File: src/hdl/hps_pkg.sv
// Shared types, widths and pattern tables for the haptic pattern sequencer.
// No dependencies.
package hps_pkg;

   localparam int DutyWidth    = 8;
   localparam int CmdWidth     = 8;
   localparam int PatternWidth = 3;
   localparam int SegWidth     = 4;
   localparam int MsWidth      = 11;

   localparam logic [CmdWidth-1:0]     LastCommand = 8'd6;
   localparam logic                    KindTick    = 1'b0;
   localparam logic                    KindStart   = 1'b1;

   typedef struct packed {
      logic                    playing;
      logic [PatternWidth-1:0] pattern_number;
      logic [SegWidth-1:0]     segment_index;
      logic [MsWidth-1:0]      ms_left;
   } state_type;

   typedef struct packed {
      logic [DutyWidth-1:0] motor_duty;
      logic                 busy_res;
      logic                 dropped;
      logic                 finished;
   } result_type;

   // Segment length in ms; segments past the end of a pattern read as zero.
   function automatic logic [MsWidth-1:0] seg_ms(input logic [PatternWidth-1:0] pat,
                                                 input logic [SegWidth-1:0] idx);
      logic [MsWidth-1:0] ms;
      ms = '0;
      unique case (pat)
         3'd1: begin
            if (idx == 4'd0 || idx == 4'd2) ms = 11'd300;
            else if (idx == 4'd1) ms = 11'd200;
         end
         3'd2: begin
            if (idx == 4'd0 || idx == 4'd2 || idx == 4'd4) ms = 11'd300;
            else if (idx == 4'd1 || idx == 4'd3) ms = 11'd200;
         end
         3'd3: begin
            if (idx == 4'd0) ms = 11'd1000;
         end
         3'd4: begin
            if (idx == 4'd0 || idx == 4'd1) ms = 11'd200;
            else if (idx == 4'd2) ms = 11'd800;
         end
         3'd5: begin
            if (idx <= 4'd8) ms = idx[0] ? 11'd100 : 11'd150;
         end
         3'd6: begin
            if (idx == 4'd0 || idx == 4'd2) ms = 11'd1000;
            else if (idx == 4'd1) ms = 11'd200;
         end
         default: begin
            if (idx == 4'd0) ms = 11'd500;
         end
      endcase
      return ms;
   endfunction

   function automatic logic [SegWidth:0] seg_count(input logic [PatternWidth-1:0] pat);
      logic [SegWidth:0] cnt;
      unique case (pat)
         3'd1:    cnt = 5'd3;
         3'd2:    cnt = 5'd5;
         3'd4:    cnt = 5'd3;
         3'd5:    cnt = 5'd9;
         3'd6:    cnt = 5'd3;
         default: cnt = 5'd1;
      endcase
      return cnt;
   endfunction

endpackage

File: src/hdl/hps_step.sv
// Next-state and result logic for one item of the haptic pattern sequencer.
// Depends on hps_pkg for the state and result types and the pattern tables.
module hps_step (
   input  hps_pkg::state_type                   cur_state,
   input  logic                                 kind,
   input  logic [hps_pkg::CmdWidth-1:0]         command_id,
   input  logic [hps_pkg::DutyWidth-1:0]        on_duty,
   output hps_pkg::state_type                   nxt_state,
   output hps_pkg::result_type                  result
);

   logic [hps_pkg::PatternWidth-1:0] start_pat;
   logic [hps_pkg::MsWidth-1:0]      ms_dec;
   logic [hps_pkg::SegWidth:0]       seg_plus;
   logic                             drop;
   logic                             fin;

   assign start_pat = (command_id <= hps_pkg::LastCommand) ?
                      command_id[hps_pkg::PatternWidth-1:0] : '0;
   assign ms_dec    = (cur_state.ms_left != '0) ? cur_state.ms_left - 1'b1 : '0;
   assign seg_plus  = {1'b0, cur_state.segment_index} + 1'b1;

   always_comb begin
      nxt_state = cur_state;
      drop      = 1'b0;
      fin       = 1'b0;
      if (kind == hps_pkg::KindStart) begin
         if (cur_state.playing) begin
            drop = 1'b1;
         end else begin
            nxt_state.playing        = 1'b1;
            nxt_state.pattern_number = start_pat;
            nxt_state.segment_index  = '0;
            nxt_state.ms_left        = hps_pkg::seg_ms(start_pat, '0);
         end
      end else if (cur_state.playing) begin
         nxt_state.ms_left = ms_dec;
         if (ms_dec == '0) begin
            // advance to the next segment, or end the pattern after the last one
            if (seg_plus >= hps_pkg::seg_count(cur_state.pattern_number)) begin
               nxt_state.playing       = 1'b0;
               nxt_state.segment_index = '0;
               fin                     = 1'b1;
            end else begin
               nxt_state.segment_index = seg_plus[hps_pkg::SegWidth-1:0];
               nxt_state.ms_left = hps_pkg::seg_ms(cur_state.pattern_number,
                                                   seg_plus[hps_pkg::SegWidth-1:0]);
            end
         end
      end
   end

   always_comb begin
      result.motor_duty = (nxt_state.playing && !nxt_state.segment_index[0]) ? on_duty : '0;
      result.busy_res   = nxt_state.playing;
      result.dropped    = drop;
      result.finished   = fin;
   end

endmodule

File: src/hdl/haptic_pattern_sequencer.sv
// Haptic pattern sequencer: one item enters the input register, is processed by hps_step
// and its result is held in the output register until transferred.
// Throughput: one item per cycle while rsp_stall does not hold a pending result;
// set by the single input-to-result register stage.
// Reset (synchronous, active high) clears valid bits and pattern state, on_duty to 200.
module haptic_pattern_sequencer (
   input  logic                           clock,
   input  logic                           reset,
   input  logic                           req_valid,
   output logic                           req_stall,
   input  logic                           req_kind,
   input  logic [hps_pkg::CmdWidth-1:0]   req_command_id,
   output logic                           rsp_valid,
   input  logic                           rsp_stall,
   output logic [hps_pkg::DutyWidth-1:0]  rsp_motor_duty,
   output logic                           rsp_busy_res,
   output logic                           rsp_dropped,
   output logic                           rsp_finished,
   input  logic                           csr_wr_en,
   input  logic [hps_pkg::DutyWidth-1:0]  csr_wr_data
);

   logic                            in_valid_ff;
   logic                            in_kind_ff;
   logic [hps_pkg::CmdWidth-1:0]    in_cmd_ff;
   logic                            out_valid_ff;
   hps_pkg::result_type             out_res_ff;
   hps_pkg::state_type              state_ff;
   hps_pkg::state_type              state_in;
   hps_pkg::result_type             res_in;
   logic [hps_pkg::DutyWidth-1:0]   on_duty_ff;
   logic                            advance;
   logic                            req_xfer;

   assign advance   = in_valid_ff && (!out_valid_ff || !rsp_stall);
   assign req_stall = in_valid_ff && !advance;
   assign req_xfer  = req_valid && !req_stall;

   hps_step u_step (
      .cur_state  (state_ff),
      .kind       (in_kind_ff),
      .command_id (in_cmd_ff),
      .on_duty    (on_duty_ff),
      .nxt_state  (state_in),
      .result     (res_in)
   );

   always_ff @(posedge clock) begin
      if (reset) begin
         in_valid_ff  <= 1'b0;
         out_valid_ff <= 1'b0;
         state_ff     <= '0;
         on_duty_ff   <= 8'd200;
      end else begin
         if (csr_wr_en) begin
            on_duty_ff <= csr_wr_data;
         end
         if (req_xfer) begin
            in_valid_ff <= 1'b1;
         end else if (advance) begin
            in_valid_ff <= 1'b0;
         end
         if (advance) begin
            out_valid_ff <= 1'b1;
            state_ff     <= state_in;
         end else if (!rsp_stall) begin
            out_valid_ff <= 1'b0;
         end
      end
   end

   // payload registers: no reset
   always_ff @(posedge clock) begin
      if (req_xfer) begin
         in_kind_ff <= req_kind;
         in_cmd_ff  <= req_command_id;
      end
      if (advance) begin
         out_res_ff <= res_in;
      end
   end

   assign rsp_valid      = out_valid_ff;
   assign rsp_motor_duty = out_res_ff.motor_duty;
   assign rsp_busy_res   = out_res_ff.busy_res;
   assign rsp_dropped    = out_res_ff.dropped;
   assign rsp_finished   = out_res_ff.finished;

`ifndef SYNTHESIS
   a_finish_not_busy: assert property (@(posedge clock) disable iff (reset)
      (out_valid_ff && out_res_ff.finished) |-> !out_res_ff.busy_res)
      else $error("finished result still shows busy");

   a_drop_busy: assert property (@(posedge clock) disable iff (reset)
      (out_valid_ff && out_res_ff.dropped) |-> out_res_ff.busy_res)
      else $error("dropped command while idle");

   a_idle_seg_zero: assert property (@(posedge clock) disable iff (reset)
      !state_ff.playing |-> (state_ff.segment_index == '0))
      else $error("segment index nonzero while idle");

   a_advance_loads: assert property (@(posedge clock) disable iff (reset)
      advance |=> out_valid_ff)
      else $error("processed item lost before result register");
`endif

endmodule
File: config.mk
export PLATFORM = sky130hd
export DESIGN_NAME = haptic_pattern_sequencer
export DESIGN_NICKNAME = d
export VERILOG_FILES = /design/src/hdl/hps_pkg.sv /design/src/hdl/hps_step.sv /design/src/hdl/haptic_pattern_sequencer.sv
export SDC_FILE = /design/constraint.sdc
export NUM_CORES = 1
export LEC_CHECK = 0
export CORE_MARGIN = 4
export CORE_UTILIZATION = 58
export CTS_CLUSTER_DIAMETER = 60
export DETAILED_ROUTE_END_ITERATION = 8
export DONT_BUFFER_PORTS = 1
export PLACE_DENSITY = 0.85
export SKIP_CTS_REPAIR_TIMING = 1
export SLEW_MARGIN = 40
export SYNTH_ARGS = -nofsm -noshare
export SYNTH_HDL_FRONTEND = slang
export SYNTH_HIERARCHICAL = 1
export SYNTH_SLANG_ARGS = --single-unit
File: constraint.sdc
create_clock -name clock -period 3.03 [get_ports clock]
set_input_delay 0.1515 -clock clock [delete_from_list [all_inputs] [get_ports clock]]
set_output_delay 0.1515 -clock clock [all_outputs]
set_load 0.01 [all_outputs]
## Word level (Yosys, flattened, before mapping)

Index checks and enable logic that the tools add are counted.

| operators by class | value |
|---|---|
| magnitude comparators | 3 |
| equal/unequal tests | 18 |
| reductions and logical operators | 27 |
| add/sub/neg operators | 2 |
| mux-type cells | 35 |
| bitwise logic cells | 2 |

Operators by type and width:

| kind | count |
|---|---|
| $mux 11 | 6 |
| $pmux 11 s6 | 1 |
| $mux 15 | 4 |
| $pmux 10 s4 | 1 |
| $mux 10 | 3 |
| $mux 8 | 3 |
| $eq 3x3->1 const B | 6 |
| $mux 5 | 3 |
| $eq 3x2->1 const B | 4 |
| $pmux 4 s3 | 1 |
| $logic_not 11->1 | 1 |
| $reduce_bool 11->1 | 1 |
| $sub 11x1->11 const B | 1 |
| $mux 1 | 10 |
| $mux 9 | 1 |
| $eq 4x2->1 const B | 2 |
| $le 8x3->1 const B | 1 |
| $eq 3x1->1 const B | 2 |
| $reduce_and 3->1 | 2 |
| $reduce_bool 2->1 | 3 |
| $reduce_or 3->1 | 2 |
| $add 4x1->5 const B | 1 |
| $ge 5x5->1 | 1 |
| $logic_not 1->1 | 5 |
| 13 further kinds | 22 |

| storage, ports and cells | value |
|---|---|
| register bits | 49 |
| logic and storage cells | 101 |
| output and inout bits | 13 |
| input bits | 22 |

## Logic depth before layout (Yosys ltp)

| logic depth | value |
|---|---|
| depth in word-level cells | 13 |
| mapped depth | 12 |
| depth with buffers taken out | 11 |

## Modules after synthesis

The synthesis kept the hierarchy.

By module, submodules not included:

| module | area an instance (um^2) | sequential area each (um^2) | cells an instance | times used |
|---|---|---|---|---|
| haptic_pattern_sequencer | 1841.8 | 1181.1 | 138 | 1 |
| hps_step | 1572.8 | 0.0 | 256 | 1 |

## Least setup slack after synthesis

No wires, ideal clock.

| path | value |
|---|---|
| kind | register to register |
| start point | reg state_ff[11] in the netlist's numbering |
| end point | reg state_ff[6] in the netlist's numbering |
| period minus slack after synthesis | 2.881 ns |
| buffers on the path | 1 |
| data required time | 2.958 ns |
| setup time | 0.072 ns |
| slack | 0.149 ns |
| data arrival time | 2.809 ns |
| cell stages (with the launch flop) | 13 |
| cell sequence | dfxtp_1 clkbuf_1 inv_1 ha_1 ha_1 nor2b_1 o211ai_1 nand3_1 nor4_2 o21ai_0 a31oi_1 nand2b_1 mux2i_1 |

RTL lines:

| item | line | source |
|---|---|---|
| start, declared | haptic_pattern_sequencer.sv:28 | `hps_pkg::state_type state_ff;` |
| start signal, assigned | haptic_pattern_sequencer.sv:65 | `state_ff <= state_in;` |

## Worst setup path after layout

| path | value |
|---|---|
| start point | reg state_ff[0] in the netlist's numbering |
| end point | reg state_ff[13] in the netlist's numbering |

| between the ends | value |
|---|---|
| longest elaborated chain between the ends | 5 |
| elaborated cells on any way between the ends | 6 |
| those cells by class | 1 x add/sub; 1 x mux; 4 x reduce/logical |

Ends and longest elaborated chain:

| item | line | source |
|---|---|---|
| $sub 11x1->11 / $reduce_bool 11->1 (equally long branches) | hps_step.sv:20 | `assign ms_dec = (cur_state.ms_left != '0) ? cur_state.ms_left - 1'b1 : '0;` |
| $mux 11 * | hps_step.sv:20 |  |
| $logic_not 11->1 * | hps_step.sv:38 | `if (ms_dec == '0) begin` |
| $reduce_bool 2->1 (no line) * | -- |  |
| $reduce_and 4->1 (no line) * | -- |  |

Mark *: on every way between the ends. The rest lies on a longest branch, timed or not.
A chain may end at the register's enable or synchronous reset.

==> out/results.ini <==
[worst_setup_path]
arrival_ns = 3.07
critPathLaunchType = flop
slowest_stage = or3b_4
crit_chain = inv_1 -> ha_2 -> or3b_4 -> o31ai_2 -> o211ai_1 -> or2_1 -> buf_4 -> o311ai_0 -> o21ai_1 -> nand2b_1 -> mux2i_1
reg2regPathDepth = 11
worstReg2RegEnd = state_ff[13]$_SDFFE_PP0P_
criticalPathCategory = flop to flop
cp_max_fo = 9
critPathRequiredTime_ns = 3.18
rrSetupSlack_ns = 0.11
slowest_delay_ns = 0.43
reg2reg_from = state_ff[0]$_SDFFE_PP0P_
worst_setup_path_end_kind = flop

[yosys]
synth-seq-cells = 49
synth_edf_count = 20
synth_nets = 424
async_reset_ff_share_pct = 0
synth_area_leaders = edfxtp_1 18%, dfxtp_1 17%, mux2i_1 7.9%
synth_ff_type = dfxtp_1
syn_avg_cell_area_um2 = 8.67
seq_area_frac_synth_pct = 34.6
ys_types = 65
synth_area_leader_cell = edfxtp_1
syn_inst = 394
ys_warn_count = 6
syn_area_um2 = 3410
synth_top_area_share_pct = 17.6

[clocking]
clock_path_buffers = 2
cts_root_buf = clkbuf_8
cts_max_level = 2
tritoncts = built
cts_buffers = 5
cts.sinks = 49
insertion_delay_ns = 0.30
clk_pin_slew_ns = 0.10

[global_routing]
grt_max_degree = 49
grt_pass1_wl_mm = 13.8
grt_usage_pct = 23.1
first_global_vias = 2848
gr-total-overflow = 0
antenna_found_initial = 0

[hold_path]
hp-class = input port to flop
min_to = on_duty_ff[1]$_SDFFE_PP0P_
hp-start = csr_wr_data[1]
hold_depth = 2

[drt]
drt_first_pass_iters = 5
vias = 3047
wl_mm = 8.61
viasPerCell = 6.40
wire_per_inst_um = 18.1
first_iter_violations = 407
drc = 0
antenna_left = 0

[timing]
relSlewSlack_pct = 50.2
period_minus_slack_ns = 2.92
worst_slew_pin_slew_ns = 0.745
fmax_mhz = 342
finalMaxSlewViolations = 0
fin_skew_ns = 0.0113
period_share_pct = 96.5
setup_ws_ns = 0.107
setup_viol = 0
hold_viol = 0

[pwr]
p_leak_nw = 1.40
p_per_area_nw_per_um2 = 404
ir_drop_mv = 0.313

[place]
placed_cell_area_um2 = 3450
dp_slack_ns = 0.0591
portBuffers = 0
gp_routability_congestion = 0.949
dp_hpwl_mm = 5.86
dp_cells = 451

[floorplanning]
io_pins = 35
die_w_um = 84.7
die_area_um2 = 7180
start_util_pct = 60.9
core_area_um2 = 5610
dieHeight_um = 84.7
core.rowCount = 27

[final_layout]
fin_util_pct = 66.8
antenna_cells = 0
fillers = 424
final_area_um2 = 3750
area_delta_synth_final_pct = 9.71
fin_cells = 476
nets = 433
layout-drive-gt1-share_pct = 9.90

[status]
outcome = completed

[run]
max-cap-violations = 0

[power breakdown]
group	leakage, nW	total (mW)	internal [mW]	switching (mW)
sequential	0.434	0.757	0.719	0.0386
clock	0.0574	0.490	0.269	0.222
combinational	0.909	0.267	0.122	0.145
[synth_stat cells (all sizes together) (3+ instances only)]
cell and n:
a21boi 3, o22ai 6, inv 15, dfxtp 29, nand2 22, nor2b 9
a41oi 3, a21oi 15, or3 3, a211o 4, mux2i 27, nand4 4
nand3 9, nor3 10, nor4 4, and3 4, xor2 5, ha 8
a211oi 7, edfxtp 20, nor2 33, nand2b 42, o31ai 5, o21a 4
clkbuf 22, or4 3, xnor2 5, o21ai 17, a31oi 5, buf 11
and2 8, o211ai 4, nand3b 3
[state kept, by name, summed over array words and instances (netlist names)]
signal,count
rsp_motor_duty,8
rsp_finished,1
in_valid_ff,1
rsp_valid,1
rsp_dropped,1
rsp_busy_res,1
state_ff,19
in_kind_ff,1
on_duty_ff,8
in_cmd_ff,8
[worst max path at each step]
stage / slack, ns / from / end / depth (start not counted)
final: 0.11 / state_ff[0]$_SDFFE_PP0P_ / state_ff[13]$_SDFFE_PP0P_ / 11
after global routing: -0.05 / state_ff[0]$_SDFFE_PP0P_ / state_ff[3]$_SDFFE_PP0P_ / 12
after CTS: 0.02 / state_ff[0]$_SDFFE_PP0P_ / state_ff[13]$_SDFFE_PP0P_ / 11
after detailed placement: 0.06 / state_ff[0]$_SDFFE_PP0P_ / state_ff[13]$_SDFFE_PP0P_ / 11
after global placement: 0.18 / state_ff[0]$_SDFFE_PP0P_ / state_ff[13]$_SDFFE_PP0P_ / 11
after floorplan: 0.15 / state_ff[11]$_SDFFE_PP0P_ / state_ff[6]$_SDFFE_PP0P_ / 12
[cells by family (layout without fill, tap and decap cells)]
family / count (synthesis) / count (layout) / share of synthesized area, %
simple gates: 162 / 162 / 26.3
xor+xnor: 10 / 10 / 2.56
compound gates: 90 / 90 / 18.6
flops: 49 / 49 / 34.6
fa+ha+maj: 8 / 8 / 2.93
buf+inv: 48 / 58 / 7.07
mux: 27 / 27 / 7.92
[cells in the final DEF (no fill, tap or decap), types with 2 or more instances in the layout]
cell type,Yosys,routed
nor2b_1,9,9
nand3b_1,3,3
edfxtp_1,20,20
a211o_1,4,4
clkbuf_8,0,6
nor3_1,9,9
o211ai_1,4,4
xor2_1,5,5
o22ai_1,6,6
mux2i_1,27,27
or3_1,3,3
xnor2_1,5,5
a211oi_1,7,7
inv_1,15,15
nand4b_1,2,2
a21o_1,2,2
or4_1,2,2
and2_1,8,8
buf_4,3,20
nand2b_1,42,42
o31ai_1,4,4
o21a_1,4,4
nand3_1,9,9
a21boi_0,2,2
dfxtp_2,0,3
nand2_1,22,22
nor2_1,33,33
o21ai_0,16,16
a41oi_1,3,3
nand4_1,4,4
nor4_1,3,3
dfxtp_1,29,26
a31oi_1,5,5
ha_1,8,7
and3_1,4,4
o31a_1,2,2
dlygate4sd3_1,0,15
a21oi_1,14,14
[through the flow]
stage	total power [mW]	hold slack [ns]	TNS, ns
after floorplan	0.964	0.250	0
after global placement	0.991	0.234	0
after detailed placement	1.00	0.236	0
after CTS	1.48	-0.0793	0
after global routing	1.57	0.0192	-0.0944
final	1.51	0.00351	0
[cell type report]
cell class                 instances  area, um^2  share of cell area (%)
clock buffer                       6        82.6                    2.20
clock inverter                     2        37.5                    1.00
multi-input combinational        297        1990                    53.2
inverter                          15        56.3                    1.50
sequential                        49        1180                    31.6
timing repair buffer              35         300                    8.02
tap                               72        90.1                    2.40
[metal layers]
layer / GRT usage [%] / routed length, um
met5: 0 / 0
met3: 4.61 / 664
met4: 5.90 / 168
met2: 40.1 / 4260
met1: 29.3 / 3510
[critical path, delay by kind of cell (launching register included)]
family          cells  cell delay (ns)
buf+inv             2             0.26
simple gates        3             0.86
mux                 1             0.09
flops               1             0.38
fa+ha+maj           1             0.22
compound gates      4             0.97
No activity file was read; power rests on OpenSTA's default activity.
